**src/sv/binned_neutron_dose_accumulator_top_macros.svh**
```systemverilog
// Assertion macros shared by the dose accumulator modules.
// Every macro expects signals named clk and arst_n in the enclosing module.
`ifndef BINNED_NEUTRON_DOSE_ACCUMULATOR_TOP_MACROS_SVH
`define BINNED_NEUTRON_DOSE_ACCUMULATOR_TOP_MACROS_SVH

// A condition that must hold at every clock edge out of reset.
`define BNDA_CHECK(lbl, expr, msg) \
	lbl: assert property (@(posedge clk) disable iff (!arst_n) (expr)) else $error(msg);

// A condition that, when true, requires a second one in the same cycle.
`define BNDA_IMPLY(lbl, pre, post, msg) \
	lbl: assert property (@(posedge clk) disable iff (!arst_n) (pre) |-> (post)) \
		else $error(msg);

`endif

```
**src/sv/bnda_pkg.sv**
```systemverilog
// Shared types, widths, bin edges and dose coefficients of the dose accumulator.
// No dependencies.
package bnda_pkg;

	localparam int NUM_BINS    = 33;
	localparam int EDGE_COUNT  = 34;
	localparam int ID_DEPTH    = 64;
	localparam int QUEUE_DEPTH = 2;

	localparam int BIN_W    = 6;
	localparam int BIN_AW   = $clog2(NUM_BINS);
	localparam int ENERGY_W = 44;
	localparam int LEN_W    = 32;
	localparam int ID_W     = 32;
	localparam int ACC_W    = 48;
	localparam int DOSE_W   = 63;
	localparam int COUNT_W  = 32;
	localparam int COEFF_W  = 16;
	localparam int PROD_W   = COEFF_W + LEN_W;
	localparam int IDX_W    = $clog2(ID_DEPTH);
	localparam int FILL_W   = $clog2(ID_DEPTH + 1);

	localparam logic [BIN_W-1:0] LAST_BIN = BIN_W'(NUM_BINS - 1);

	// Lower edges of the energy bins, in units of 1e-9 MeV.
	localparam logic [ENERGY_W-1:0] EDGES [EDGE_COUNT] = '{
		44'd1, 44'd10, 44'd100, 44'd1000, 44'd10000, 44'd100000, 44'd1000000,
		44'd10000000, 44'd100000000,
		44'd200000000, 44'd300000000, 44'd400000000, 44'd500000000,
		44'd600000000, 44'd700000000, 44'd800000000, 44'd900000000,
		44'd1000000000,
		44'd2000000000, 44'd3000000000, 44'd4000000000, 44'd5000000000,
		44'd6000000000, 44'd7000000000, 44'd8000000000, 44'd9000000000,
		44'd10000000000, 44'd20000000000, 44'd50000000000, 44'd100000000000,
		44'd200000000000, 44'd500000000000, 44'd1000000000000, 44'd5000000000000
	};

	// Fluence-to-dose coefficients per bin, scaled by one hundred.
	localparam logic [COEFF_W-1:0] COEFFS [NUM_BINS] = '{
		16'd673, 16'd730, 16'd852, 16'd992, 16'd1190, 16'd1890, 16'd5950,
		16'd10500, 16'd16500,
		16'd21000, 16'd23000, 16'd24000, 16'd24500, 16'd25000, 16'd25500,
		16'd26000, 16'd26500, 16'd27000, 16'd28500, 16'd30000, 16'd31000,
		16'd32000, 16'd33000, 16'd34000, 16'd35000, 16'd37500, 16'd38000,
		16'd39000, 16'd40000, 16'd41000, 16'd53000, 16'd58000, 16'd44000
	};

	typedef enum logic [1:0] {
		KIND_HIT   = 2'd0,
		KIND_EVENT = 2'd1,
		KIND_CLEAR = 2'd2
	} kind_t;

	// One classified item as it waits between the front and back parts.
	typedef struct packed {
		kind_t              kind;
		logic               acc;
		logic [BIN_W-1:0]   bin;
		logic [LEN_W-1:0]   len;
		logic               stopped;
		logic [ID_W-1:0]    id;
	} entry_t;

	// The bin is the index of the highest edge not above the energy, clamped.
	function automatic logic [BIN_W-1:0] find_bin(input logic [ENERGY_W-1:0] e);
		logic [BIN_W-1:0] b;
		b = '0;
		for (int i = 0; i < EDGE_COUNT; i++) begin
			if (e >= EDGES[i]) begin
				b = BIN_W'(i);
			end
		end
		if (b > LAST_BIN) begin
			b = LAST_BIN;
		end
		return b;
	endfunction

endpackage

```
**src/sv/bnda_front.sv**
```systemverilog
// Front part: takes input items, decides whether a hit counts and finds its bin.
// Depends on bnda_pkg.
module bnda_front import bnda_pkg::*; (
	input  logic                in_valid,
	output logic                in_stall,
	input  logic [1:0]          kind,
	input  logic                is_neutron,
	input  logic [ENERGY_W-1:0] energy,
	input  logic [LEN_W-1:0]    step_length,
	input  logic                stopped,
	input  logic [ID_W-1:0]     track_id,
	input  logic                q_full,
	output logic                push,
	output entry_t              push_data
);

	kind_t item_kind;

	assign item_kind = kind_t'(kind);
	assign in_stall  = q_full;
	assign push      = in_valid && !q_full;

	always_comb begin
		push_data.kind    = item_kind;
		push_data.acc     = (item_kind == KIND_HIT) && is_neutron && (step_length != '0);
		push_data.bin     = find_bin(energy);
		push_data.len     = step_length;
		push_data.stopped = stopped;
		push_data.id      = track_id;
	end

endmodule

```
**config.mk**
```make
export PLATFORM = sky130hd
export DESIGN_NAME = bnda_front
export DESIGN_NICKNAME = d
export VERILOG_FILES = /design/src/sv/binned_neutron_dose_accumulator_top_macros.svh /design/src/sv/bnda_pkg.sv /design/src/sv/bnda_front.sv
export SDC_FILE = /design/constraint.sdc
export NUM_CORES = 1
export LEC_CHECK = 0
export BUFFER_PORTS_ARGS = -buffer_cell sky130_fd_sc_hd__buf_2
export CAP_MARGIN = 30
export CORE_MARGIN = 2
export CORE_UTILIZATION = 46
export DETAILED_ROUTE_END_ITERATION = 10
export GPL_TIMING_DRIVEN = 1
export PLACE_DENSITY = 0.95
export SLEW_MARGIN = 20
export SYNTH_ARGS = -nofsm -noshare
export SYNTH_HDL_FRONTEND = slang
export SYNTH_SLANG_ARGS = --single-unit
```
**constraint.sdc**
```tcl
create_clock -name vclk -period 2.8
set_input_delay 0.14 -clock vclk [all_inputs]
set_output_delay 0.14 -clock vclk [all_outputs]
set_load 0.02 [all_outputs]
```
---- Word-level counts from Yosys, hierarchy flattened ----
Cells that the tools add are included.
storage, ports and cells
  input port bits ......................... 114
  word-level logic and storage cells ...... 74
  output and inout port bits .............. 76
  bits in registers ....................... 0
operators by class
  muxes and demuxes ....................... 34
  reductions and logical operators ........ 6
  $lt $le $gt $ge ......................... 34
operators with widths
  operator                                                              number
  greater-or-equal comparator 44 x 30 -> 1 bit (second input constant)  5
  two-way mux 6 bit                                                     33
  greater-or-equal comparator 44 x 33 -> 1 bit (second input constant)  4
  greater-or-equal comparator 44 x 29 -> 1 bit (second input constant)  3
  greater-or-equal comparator 44 x 32 -> 1 bit (second input constant)  2
  greater-or-equal comparator 44 x 34 -> 1 bit (second input constant)  2
  greater-or-equal comparator 44 x 10 -> 1 bit (second input constant)  1
  greater-or-equal comparator 44 x 14 -> 1 bit (second input constant)  1
  greater-or-equal comparator 44 x 17 -> 1 bit (second input constant)  1
  greater-or-equal comparator 44 x 20 -> 1 bit (second input constant)  1
  greater-or-equal comparator 44 x 24 -> 1 bit (second input constant)  1
  greater-or-equal comparator 44 x 27 -> 1 bit (second input constant)  1
  greater-or-equal comparator 44 x 28 -> 1 bit (second input constant)  1
  greater-or-equal comparator 44 x 31 -> 1 bit (second input constant)  1
  greater-or-equal comparator 44 x 35 -> 1 bit (second input constant)  1
  greater-or-equal comparator 44 x 36 -> 1 bit (second input constant)  1
  greater-or-equal comparator 44 x 37 -> 1 bit (second input constant)  1
  greater-or-equal comparator 44 x 38 -> 1 bit (second input constant)  1
  greater-or-equal comparator 44 x 39 -> 1 bit (second input constant)  1
  greater-or-equal comparator 44 x 4 -> 1 bit (second input constant)   1
  greater-or-equal comparator 44 x 40 -> 1 bit (second input constant)  1
  greater-or-equal comparator 44 x 43 -> 1 bit (second input constant)  1
  greater-or-equal comparator 44 x 7 -> 1 bit (second input constant)   1
  nonzero test 32 bit                                                   1
  5 further kinds                                                       7

---- Longest topological paths before layout ----
  depth in word-level cells ............... 36
  depth in mapped cells ................... 10
  mapped depth without buffers ............ 9

---- Least setup slack after synthesis ----
OpenSTA, ideal clock, no wires.
  path kind ............................... input -> output
  start point ............................. in energy[8]
  end point ............................... out push_data[65] (netlist bit)
  setup slack ............................. 0.359 ns
  arrival time ............................ 2.301 ns
  buffers on the path ..................... 1
  stages on the path ...................... 9
  required time ........................... 2.660 ns
  cells stage by stage .................... buf_6 -> or4_4 -> a2111oi_2 -> o31ai_1 -> a21oi_2 -> nor4_1 -> a311o_1 -> o311ai_1 -> o311a_1
RTL lines
  what                line              RTL
  start: declaration  bnda_front.sv:8   input logic [ENERGY_W-1:0] energy,
  end: declaration    bnda_front.sv:14  output entry_t push_data

==> impl_metrics.toml <==
[timing]
rsz0062_at_grt = "no"
fin_tns_setup_ns = 0
drv_slew = 0
setup_viol = 0
min_period_over_period_pct = 98.4
hold_viol = 0
max_clock_freq_mhz = 363
fin_crit_ns = 2.76
max_slew_margin_pct = 59.6
fin_ws_ns = 0.0447
tightest_slew_ns = 0.598

[route]
viasPerCell = 7.18
wirelength_mm = 13.7
drc_errors = 0
vias = 4408
ant_nets = 0
avgRoutedWirePerCell_um = 22.3
drt_iter0_drc = 679
drt_pre_antenna_iters = 6

[critical_path]
crit_slowest_cell = "nor4_1"
end_kind = "output pin"
cp.required_ns = 2.66
cp_slowest_stage_delay_ns = 0.43
critical_path_class = "primary input to output pin"
worst-path-buf-inv = 2
crit_chain = "buf_2 > and3_1 > nor3b_1 > o221ai_1 > a21o_1 > o21a_1 > nor4_1 > o311ai_1 > o311a_1 > buf_2"
path_delay_family = "simple AND/OR/NAND/NOR gates"
start_kind = "primary input"
cp_common_cell = "buf_2"
worstPathArrival_ns = 2.62
worst-path-max-fanout = 23

[cts]
cts-resized-gates = 0
ctsHoldBuffers = 0
post_cts_buffers = 0

[synth]
syn-cell-area_um2 = 3000
synth.most_common_cell = "buf_4"
synth.top_cell.area_share_pct = 18.3
yosysSeqAreaShare_pct = 0
synth.largest_area_cell = "buf_4"
syn_inst = 478
avgSynthCellArea_um2 = 6.27
synth_commonest_cells = "buf_4, nor2_1, clkbuf_1"
synth_nets = 592
synth_area_leaders = "buf_4, nor4_1, nand4_1"
synth_cell_type_count = 62
yosys_warnings = 0

[place]
io_buffers = 124
dpl.hpwl_mm = 10.8
place_congestion = 1.07
pre_cts_ws_ns = 0.125

[pwr]
leakagePower_uw = 0.00133
ir_drop_uv = 82.8
power.density_nw_per_um2 = 136

[layout]
layout-drive-gt1-share_pct = 33.9
seq_cell_count = 0
antennaDiodeCount = 0
post-route-util_pct = 53.0
fin_nets = 653
clock_buffers = 0
seqCellArea_um2 = 0
syn_to_final_growth_pct = 11.6

[die]
die_h_um = 84.7
ioPinCount = 190
design.core.area_um2 = 6310
die_w_um = 84.7
row_count = 29
die_area_um2 = 7180
start_util_pct = 47.5

[hold_path]
hold_path.class = "primary input to output pin"

[global_routing]
grt_antenna_before_repair = 0
grt_pass1_wl_mm = 20.7
grt_util_all_layers_pct = 35.2
grt_max_degree = 24
grt-ovfl-total = 0
grt_pass1_vias = 4012

[outcome]
status = "finished clean"

[run]
drv_cap = 0
==> layer usage <==
metal / wire length, um / part of all wire [%] / global-route usage (%) / up-vias
li1: - / - / - / 1921
met1: 4920 / 36 / 44.0 / 2005
met2: 6340 / 46 / 59.3 / 407
met3: 1740 / 13 / 6.29 / 75
met4: 691 / 5.0 / 14.4 / 0
met5: 0 / 0 / 0 / -
==> final cells by class <==
type | instances | area (um2)
inverter | 9 | 33.8
timing repair buffer | 169 | 958
tap | 77 | 96.3
multi-input combinational | 359 | 2250
fill | 676 | 2970
==> cell usage in the layout (no fill, tap or decap), types with 4 or more instances in the layout <==
cell       netlist  layout
o31ai_1          5       5
nor3_1          19      19
a31oi_1         11      11
inv_1            9       9
buf_2            2     124
and3_1           7       7
nor2b_1          7       7
or4_1            5       5
nand4_1         23      23
a211oi_1         9       8
and2_1          10      10
nand4b_1         6       6
nor3b_1          4       4
o2111ai_1        6       6
nor4bb_1         6       6
a21o_1           7       7
nor2_1          35      35
nand3_1         18      18
buf_4           73      45
nor4_1          26      25
o21a_1           5       5
o21ai_0         21      21
nand2_1         29      29
a21oi_1         27      27
o211ai_1         9       9
==> kinds of logic (layout without fill, tap and decap cells) <==
logic type             count (synthesis)  count (layout)  share of synthesized area, %
buffers and inverters                119             178                          25.1
AO/OA/AOI/OAI                        142             142                          33.3
AND/OR/NAND/NOR                      217             217                          41.5
==> where the power goes <==
part / internal, uW / switching [uW]
registers: 0 / 0
logic: 161 / 294
clock network: 0 / 0
total: 161 / 294
==> metrics by stage <==
stage | instance area [um2] | hold WS [ns] | std cells | total power (uW)
floorplan | 3000 | 0.358 | 478 | 344
global placement | 3330 | 0.280 | 614 | 439
detailed placement | 3330 | 0.280 | 614 | 437
CTS | 3330 | 0.280 | 614 | 438
global route | 3340 | 0.280 | 614 | 479
finish | 3340 | 0.280 | 614 | 455
==> path summary, 6_finish.rpt <==
kind	start	cells after the start	slack (ns)	endpoint
worst min-delay path	track_id[13]	0	0.28	push_data[13]
worst max-delay path	energy[15]	10	0.04	push_data[65]
No activity file was read; power rests on OpenSTA's default activity.
