### src/sv/binned_neutron_dose_accumulator_top_macros.svh
// Assertion macros shared by the dose accumulator modules.
// Every macro expects signals named clk and arst_n in the enclosing module.
`ifndef BINNED_NEUTRON_DOSE_ACCUMULATOR_TOP_MACROS_SVH
`define BINNED_NEUTRON_DOSE_ACCUMULATOR_TOP_MACROS_SVH

// A condition that must hold at every clock edge out of reset.
`define BNDA_CHECK(lbl, expr, msg) \
	lbl: assert property (@(posedge clk) disable iff (!arst_n) (expr)) else $error(msg);

// A condition that, when true, requires a second one in the same cycle.
`define BNDA_IMPLY(lbl, pre, post, msg) \
	lbl: assert property (@(posedge clk) disable iff (!arst_n) (pre) |-> (post)) \
		else $error(msg);

`endif

### src/sv/bnda_pkg.sv
// Shared types, widths, bin edges and dose coefficients of the dose accumulator.
// No dependencies.
package bnda_pkg;

	localparam int NUM_BINS    = 33;
	localparam int EDGE_COUNT  = 34;
	localparam int ID_DEPTH    = 64;
	localparam int QUEUE_DEPTH = 2;

	localparam int BIN_W    = 6;
	localparam int BIN_AW   = $clog2(NUM_BINS);
	localparam int ENERGY_W = 44;
	localparam int LEN_W    = 32;
	localparam int ID_W     = 32;
	localparam int ACC_W    = 48;
	localparam int DOSE_W   = 63;
	localparam int COUNT_W  = 32;
	localparam int COEFF_W  = 16;
	localparam int PROD_W   = COEFF_W + LEN_W;
	localparam int IDX_W    = $clog2(ID_DEPTH);
	localparam int FILL_W   = $clog2(ID_DEPTH + 1);

	localparam logic [BIN_W-1:0] LAST_BIN = BIN_W'(NUM_BINS - 1);

	// Lower edges of the energy bins, in units of 1e-9 MeV.
	localparam logic [ENERGY_W-1:0] EDGES [EDGE_COUNT] = '{
		44'd1, 44'd10, 44'd100, 44'd1000, 44'd10000, 44'd100000, 44'd1000000,
		44'd10000000, 44'd100000000,
		44'd200000000, 44'd300000000, 44'd400000000, 44'd500000000,
		44'd600000000, 44'd700000000, 44'd800000000, 44'd900000000,
		44'd1000000000,
		44'd2000000000, 44'd3000000000, 44'd4000000000, 44'd5000000000,
		44'd6000000000, 44'd7000000000, 44'd8000000000, 44'd9000000000,
		44'd10000000000, 44'd20000000000, 44'd50000000000, 44'd100000000000,
		44'd200000000000, 44'd500000000000, 44'd1000000000000, 44'd5000000000000
	};

	// Fluence-to-dose coefficients per bin, scaled by one hundred.
	localparam logic [COEFF_W-1:0] COEFFS [NUM_BINS] = '{
		16'd673, 16'd730, 16'd852, 16'd992, 16'd1190, 16'd1890, 16'd5950,
		16'd10500, 16'd16500,
		16'd21000, 16'd23000, 16'd24000, 16'd24500, 16'd25000, 16'd25500,
		16'd26000, 16'd26500, 16'd27000, 16'd28500, 16'd30000, 16'd31000,
		16'd32000, 16'd33000, 16'd34000, 16'd35000, 16'd37500, 16'd38000,
		16'd39000, 16'd40000, 16'd41000, 16'd53000, 16'd58000, 16'd44000
	};

	typedef enum logic [1:0] {
		KIND_HIT   = 2'd0,
		KIND_EVENT = 2'd1,
		KIND_CLEAR = 2'd2
	} kind_t;

	// One classified item as it waits between the front and back parts.
	typedef struct packed {
		kind_t              kind;
		logic               acc;
		logic [BIN_W-1:0]   bin;
		logic [LEN_W-1:0]   len;
		logic               stopped;
		logic [ID_W-1:0]    id;
	} entry_t;

	// The bin is the index of the highest edge not above the energy, clamped.
	function automatic logic [BIN_W-1:0] find_bin(input logic [ENERGY_W-1:0] e);
		logic [BIN_W-1:0] b;
		b = '0;
		for (int i = 0; i < EDGE_COUNT; i++) begin
			if (e >= EDGES[i]) begin
				b = BIN_W'(i);
			end
		end
		if (b > LAST_BIN) begin
			b = LAST_BIN;
		end
		return b;
	endfunction

endpackage

### src/sv/bnda_queue.sv
// Short queue of classified items between the front and back parts.
// Depends on bnda_pkg and the assertion macro header.
`include "binned_neutron_dose_accumulator_top_macros.svh"

module bnda_queue import bnda_pkg::*; (
	input  logic   clk,
	input  logic   arst_n,
	input  logic   push,
	input  entry_t push_data,
	input  logic   pop,
	output logic   q_valid,
	output logic   q_full,
	output entry_t q_data
);

	localparam int PTR_W = (QUEUE_DEPTH > 1) ? $clog2(QUEUE_DEPTH) : 1;
	localparam int CNT_W = $clog2(QUEUE_DEPTH + 1);

	entry_t           slots_q [QUEUE_DEPTH];
	logic [PTR_W-1:0] wptr_q;
	logic [PTR_W-1:0] rptr_q;
	logic [CNT_W-1:0] count_q;

	assign q_valid = (count_q != '0);
	assign q_full  = (count_q == CNT_W'(QUEUE_DEPTH));
	assign q_data  = slots_q[rptr_q];

	always_ff @(posedge clk) begin
		if (push) begin
			slots_q[wptr_q] <= push_data;
		end
	end

	always_ff @(posedge clk or negedge arst_n) begin
		if (!arst_n) begin
			wptr_q  <= '0;
			rptr_q  <= '0;
			count_q <= '0;
		end else begin
			if (push) begin
				wptr_q <= (wptr_q == PTR_W'(QUEUE_DEPTH - 1)) ? '0 : wptr_q + 1'b1;
			end
			if (pop) begin
				rptr_q <= (rptr_q == PTR_W'(QUEUE_DEPTH - 1)) ? '0 : rptr_q + 1'b1;
			end
			if (push && !pop) begin
				count_q <= count_q + 1'b1;
			end else if (pop && !push) begin
				count_q <= count_q - 1'b1;
			end
		end
	end

	`BNDA_IMPLY(a_pop_not_empty, pop, count_q != '0, "queue popped while empty")

endmodule

### config.mk
export PLATFORM = sky130hd
export DESIGN_NAME = bnda_queue
export DESIGN_NICKNAME = d
export VERILOG_FILES = /design/src/sv/bnda_pkg.sv /design/src/sv/bnda_queue.sv
export VERILOG_INCLUDE_DIRS = /design/src /design/src/sv
export SDC_FILE = /design/constraint.sdc
export NUM_CORES = 1
export LEC_CHECK = 0
export BUFFER_PORTS_ARGS = -buffer_cell sky130_fd_sc_hd__buf_4
export CAP_MARGIN = 20
export CORE_ASPECT_RATIO = 0.8
export CORE_UTILIZATION = 50
export CTS_BUF_LIST = sky130_fd_sc_hd__clkbuf_4
export CTS_CLUSTER_SIZE = 24
export DETAILED_ROUTE_END_ITERATION = 16
export GPL_TIMING_DRIVEN = 0
export PLACE_DENSITY = 0.8
export SETUP_SLACK_MARGIN = 0.4
export SLEW_MARGIN = 15
export SYNTH_ARGS = -nofsm -noshare
export SYNTH_HDL_FRONTEND = slang
export SYNTH_SLANG_ARGS = --single-unit
### constraint.sdc
create_clock -name clk -period 7.1 [get_ports clk]
set_clock_uncertainty 0.15 [all_clocks]
set_input_delay 0.71 -clock clk [delete_from_list [all_inputs] [get_ports clk]]
set_output_delay 0.71 -clock clk [all_outputs]
set_load 0.01 [all_outputs]
**After elaboration in Yosys (flattened, before gate mapping)**

Memories as Yosys holds them, arrays and structs flattened.
Index checks and enable logic that the tools add are counted.

- Bits of input ports: 78
- Memories: 1
- Output and inout port bits: 76
- Memory bits (writable): 148
- Register bits: 4
- Word-level logic and storage cells: 21

Memories:

| memory | words | bits a word | read ports | clocked after Yosys merged registers in | wr ports | RTL line | RTL |
|---|---|---|---|---|---|---|---|
| slots_q | 2 | 74 | 1 | 0 | 1 | bnda_queue.sv:19 | `entry_t slots_q [QUEUE_DEPTH];` |

- Reductions and logical operators: 6
- Muxes and demuxes: 6
- Eq/ne operators: 1
- Add/subtract/negate cells: 4

Operators with widths:

| cell | number |
|---|---|
| $mux W1 | 4 |
| $mux W2 | 2 |
| $reduce_bool A2 Y1 | 2 |
| $add A1 B1 Y1 const B | 2 |
| $add A2 B1 Y2 const B | 1 |
| $eq A2 B2 Y1 const B | 1 |
| $logic_and A1 B1 Y1 | 2 |
| $logic_not A1 Y1 | 2 |
| $sub A2 B1 Y2 const B | 1 |

**Logic depth before layout (Yosys ltp)**

- Depth after elaboration: 4
- Depth in mapped cells: 5

**Worst setup path before layout**

OpenSTA, ideal clock, no wires.

- Path kind: in2reg
- From: input push
- To: memory slots_q[0][0] (netlist bit), enable pin
- Arrival: 3.952 ns
- Cell stages on the path: 1
- Slack: 2.483 ns
- Cells stage by stage: nor2b_1

- Word-level cells in the longest chain between the ends: 2

RTL lines:

| element | RTL line | RTL |
|---|---|---|
| start: declaration | bnda_queue.sv:8 | `input logic push,` |
| $mux W1 | bnda_queue.sv:29 | `if (push) begin` |
| $mux W1 (not written as such) | bnda_queue.sv:30 | `slots_q[wptr_q] <= push_data;` |
| end: declaration | bnda_queue.sv:19 |  |

No other way between the ends.

==> results.md <==
- The type of destination of the critical path is an output pin.
- The tool flagged a number of max-cap violations equal to 0.
- The total routing resource utilization after global routing is 0.172.
- The placement row count is 34.
- The total overflow left after global routing is 0.
- STA puts the critical path data required time at 6.24 ns.
- The number of warning messages in the yosys log is 0.
- For this block, the routed nets add up to 9.54 mm of wire.
- The average footprint of a synthesized cell is 23.3 um2.
- The final number of setup-violating endpoints is 0.
- The worst pin sits at a relative slew slack of 0.426.
- The minimum setup slack among reg-to-reg paths is roughly 5.2 ns.
- Synthesis produced a netlist with a net count of 325.
- The data arrival time at the worst-slack endpoint is 1.75 ns.
- The number of cells on the worst reg-to-reg path is 2.
- The achievable clock frequency is 383 MHz.
- The die width is 122 um.
- In this run the worst setup path begins at rptr_q$_DFFE_PN0P_.
- The clock drives 152 sinks.
- The maximum buffer depth of the clock tree is 2.
- The final count of pins violating max slew is 0.
- The endpoint identified for the worst register-to-register timing path is slots_q[0][4]$_DFFE_PP_.
- The critical path endpoint is q_data[31].
- The clock-pin slew on the worst setup and hold paths is ~0.12 ns.
- The flow ran to the end, and the final reports show no timing, DRC or antenna violations.
- The worst-case IR drop observed on VDD is 0.000301 V.
- The minimum clock period after layout is 2.61 ns.
- The DRC violation count after routing is 0.
- The tree is rooted in a sky130_fd_sc_hd__clkbuf_4.
- Dividing the detail-routed wire length by the instance count gives 16.5 um.
- The cell that appears most often on the critical path is sky130_fd_sc_hd__buf_6.
- The worst setup path is launched from a register.
- The chip height is slightly below 100 um.
- The last weighted congestion value of the routability-driven placer is 0.722.
- The count of buffers added by post-CTS timing repair for setup is 0.
- After the last flow step, the layout net total stands at about 500.
- During I/O placement, the number of pins put on the boundary was 154.
- Synthesis produced 246 cells.
- The CTS tree is built.
- Buffers inserted during clock tree synthesis total 17.
- For this block, the initial DRC count from the detailed router was 168.
- The starting utilization of the core area is 0.520.
- The area growth from synthesis to layout is 30.1%.
- The detailed placement HPWL is 6.41 mm.
- The via count of the first global-routing pass is 3,044.
- The floorplan die area is 0.0119 mm2.
- Before antenna repair, the detailed router went through 4 iterations.
- The min-delay analysis places its worst path in the category primary input to register.
- The total standard cell area after synthesis is approximately 0.0057 mm2.
- The diode insertion count for antenna repair is 0.
- The first-pass GRT wire length is 14.9 mm.
- After routing, the total negative slack on setup checks comes to 0 ns.
- Buffers placed on the I/O ports in this run total around 150.
- The final-report hold violation count is 0.
- The ratio of cells with drive above 1 in the final layout is 0.624.
- The signal on the critical path passes through buf_6 -> buf_6 -> mux2_4 -> buf_4.
- Along the worst hold path, the cell count comes to 1.
- Of all nets on the critical path, the largest fanout is 10.
- In this run the number of H-tree levels came out at 4.
- On the critical path the largest part of the delay comes from buffers and inverters.
- The synthesis-stage register bit count is about 150.
- The critical path depth is 4.
- The count of buffer and inverter cells on the critical path is 3.
- The count of nets left with antenna violations after detail routing is 0.
- The core region area is 0.0110 mm2.
- Entering global routing, the biggest net connects 39 pins.
- The analysis attributes to cell leakage a power of 2.97 nW.
- The start of the worst register-to-register path is wptr_q$_DFFE_PN0P_.
- The number of different library cells used by synthesis comes to 14.
- In this run the power density over the cells is 379 mW/mm2.
- The pin slew with the least headroom to its limit is 0.859 ns.
- The utilization after layout is 0.677.
- Setup repair after global routing left no endpoint under its margin.
- Dividing the detail-routed via count by the number of cells gives 4.90.
- The worst setup path is of the register to output pin kind.
- For the worst-skew pair, the clock arrives at the later sink with an insertion delay of roughly 0.49 ns.
- The number of antenna violations at the first check in global routing is 0.
- The worst stage delay on the critical path is 0.40 ns.
- Dividing the final minimum period by the clock period gives 0.368.
- The total via count in the routed design is 2,829.
- The share of the Yosys chip area taken by registers is 0.793.
- The slowest stage of the critical path belongs to the cell sky130_fd_sc_hd__dfrtp_1.
==> layout make-up <==
cell class	count	area, um2
flip-flops and latches	152	4540
repair buffers	157	1230
inverters	1	3.75
clock buffers	18	135
clock inverters	12	176
plain buffers	8	77.6
fillers	746	3560
well taps	144	180
multi-input cells	85	1120
==> power breakdown <==
group          total [mW]  internal, mW  switching, mW
logic                1.02         0.575          0.449
clock network       0.567         0.281          0.286
registers            1.24          1.19         0.0477
==> cell families after synthesis <==
family / share of synthesized area
flip-flops: 0.793
AND/OR/NAND/NOR: 0.00502
multiplexers: 0.178
adder cells (fa/ha/maj): 0.00218
buffers and inverters: 0.0142
XOR/XNOR: 0.00764
==> cells in the final DEF (no fill, tap or decap), types with 2 or more instances in the layout <==
cell type	Yosys	final
sky130_fd_sc_hd__buf_12	0	2
sky130_fd_sc_hd__clkinv_2	0	2
sky130_fd_sc_hd__xor2_1	4	4
sky130_fd_sc_hd__buf_4	0	153
sky130_fd_sc_hd__inv_6	0	2
sky130_fd_sc_hd__edfxtp_1	148	148
sky130_fd_sc_hd__mux2_4	50	50
sky130_fd_sc_hd__clkbuf_4	0	18
sky130_fd_sc_hd__buf_6	6	6
sky130_fd_sc_hd__mux2_2	24	24
sky130_fd_sc_hd__dfrtp_1	4	4
sky130_fd_sc_hd__buf_2	2	2
sky130_fd_sc_hd__clkinv_4	0	2
sky130_fd_sc_hd__bufinv_16	0	4
==> metal layers <==
layer  vias to the layer above  part of all wire  track usage  wire, um
met1                      1378              0.42        0.209      4000
met5                         -                 0            0         0
met2                       121              0.46        0.264      4420
met3                         9              0.11       0.0888      1030
li1                       1321                 -            -         -
met4                         0             0.010       0.0570        99
==> worst min path at each step <==
| stage | end | slack (ns) | start |
|---|---|---|---|
| detailed placement | count_q[1]$_DFFE_PN0P_ | 0.32 | count_q[1]$_DFFE_PN0P_ |
| floorplan | count_q[0]$_DFFE_PN0P_ | 0.26 | arst_n |
| finish | slots_q[0][41]$_DFFE_PP_ | 0.23 | push_data[41] |
| global placement | count_q[1]$_DFFE_PN0P_ | 0.32 | count_q[1]$_DFFE_PN0P_ |
| CTS | slots_q[1][41]$_DFFE_PP_ | 0.18 | push_data[41] |
| global route | slots_q[0][41]$_DFFE_PP_ | 0.15 | push_data[41] |
==> per-stage QoR <==
stage	cell area (um2)	worst slack (ns)	power, mW	cells	hold WS [ns]
6_report	7460	4.49	2.83	577	0.231
2_1_floorplan	5730	2.48	1.87	246	0.264
3_3_place_gp	7060	0.580	2.28	543	0.316
4_1_cts	7460	4.42	2.86	577	0.176
5_1_grt	7460	4.35	2.96	577	0.145
3_5_place_dp	7140	4.77	2.30	546	0.324
==> flip-flops by register name, summed over array words and instances, names as in the netlist <==
register	cells
count_q	2
rptr_q	1
slots_q	148
wptr_q	1
==> cells in the mapped netlist <==
| master | count | area share |
|---|---|---|
| sky130_fd_sc_hd__mux2_2 | 24 | 0.047 |
| sky130_fd_sc_hd__and2_1 | 1 | 0.0011 |
| sky130_fd_sc_hd__buf_6 | 6 | 0.012 |
| sky130_fd_sc_hd__or2_2 | 1 | 0.0011 |
| sky130_fd_sc_hd__inv_1 | 1 | 0.00065 |
| sky130_fd_sc_hd__xnor2_1 | 1 | 0.0015 |
| sky130_fd_sc_hd__dfrtp_1 | 4 | 0.017 |
| sky130_fd_sc_hd__buf_2 | 2 | 0.0017 |
| sky130_fd_sc_hd__ha_1 | 1 | 0.0022 |
| sky130_fd_sc_hd__xor2_1 | 4 | 0.0061 |
| sky130_fd_sc_hd__nor2_1 | 1 | 0.00065 |
| sky130_fd_sc_hd__edfxtp_1 | 148 | 0.78 |
| sky130_fd_sc_hd__nor2b_1 | 2 | 0.0022 |
| sky130_fd_sc_hd__mux2_4 | 50 | 0.13 |
==> worst reg2reg max path, cell delays in order (launching register included) <==
cell,delay (ns)
sky130_fd_sc_hd__dfrtp_1,0.45
sky130_fd_sc_hd__nor2b_4,0.70
sky130_fd_sc_hd__buf_12,0.30
==> repair_timing <==
action / 4_1_cts / 5_1_grt
endpoints found under the setup margin: 0 / 0
gates resized for setup: 0 / 0
hold endpoints to repair: 4 / 0
hold buffers: 1 / 0
No activity file was read; power rests on OpenSTA's default activity.
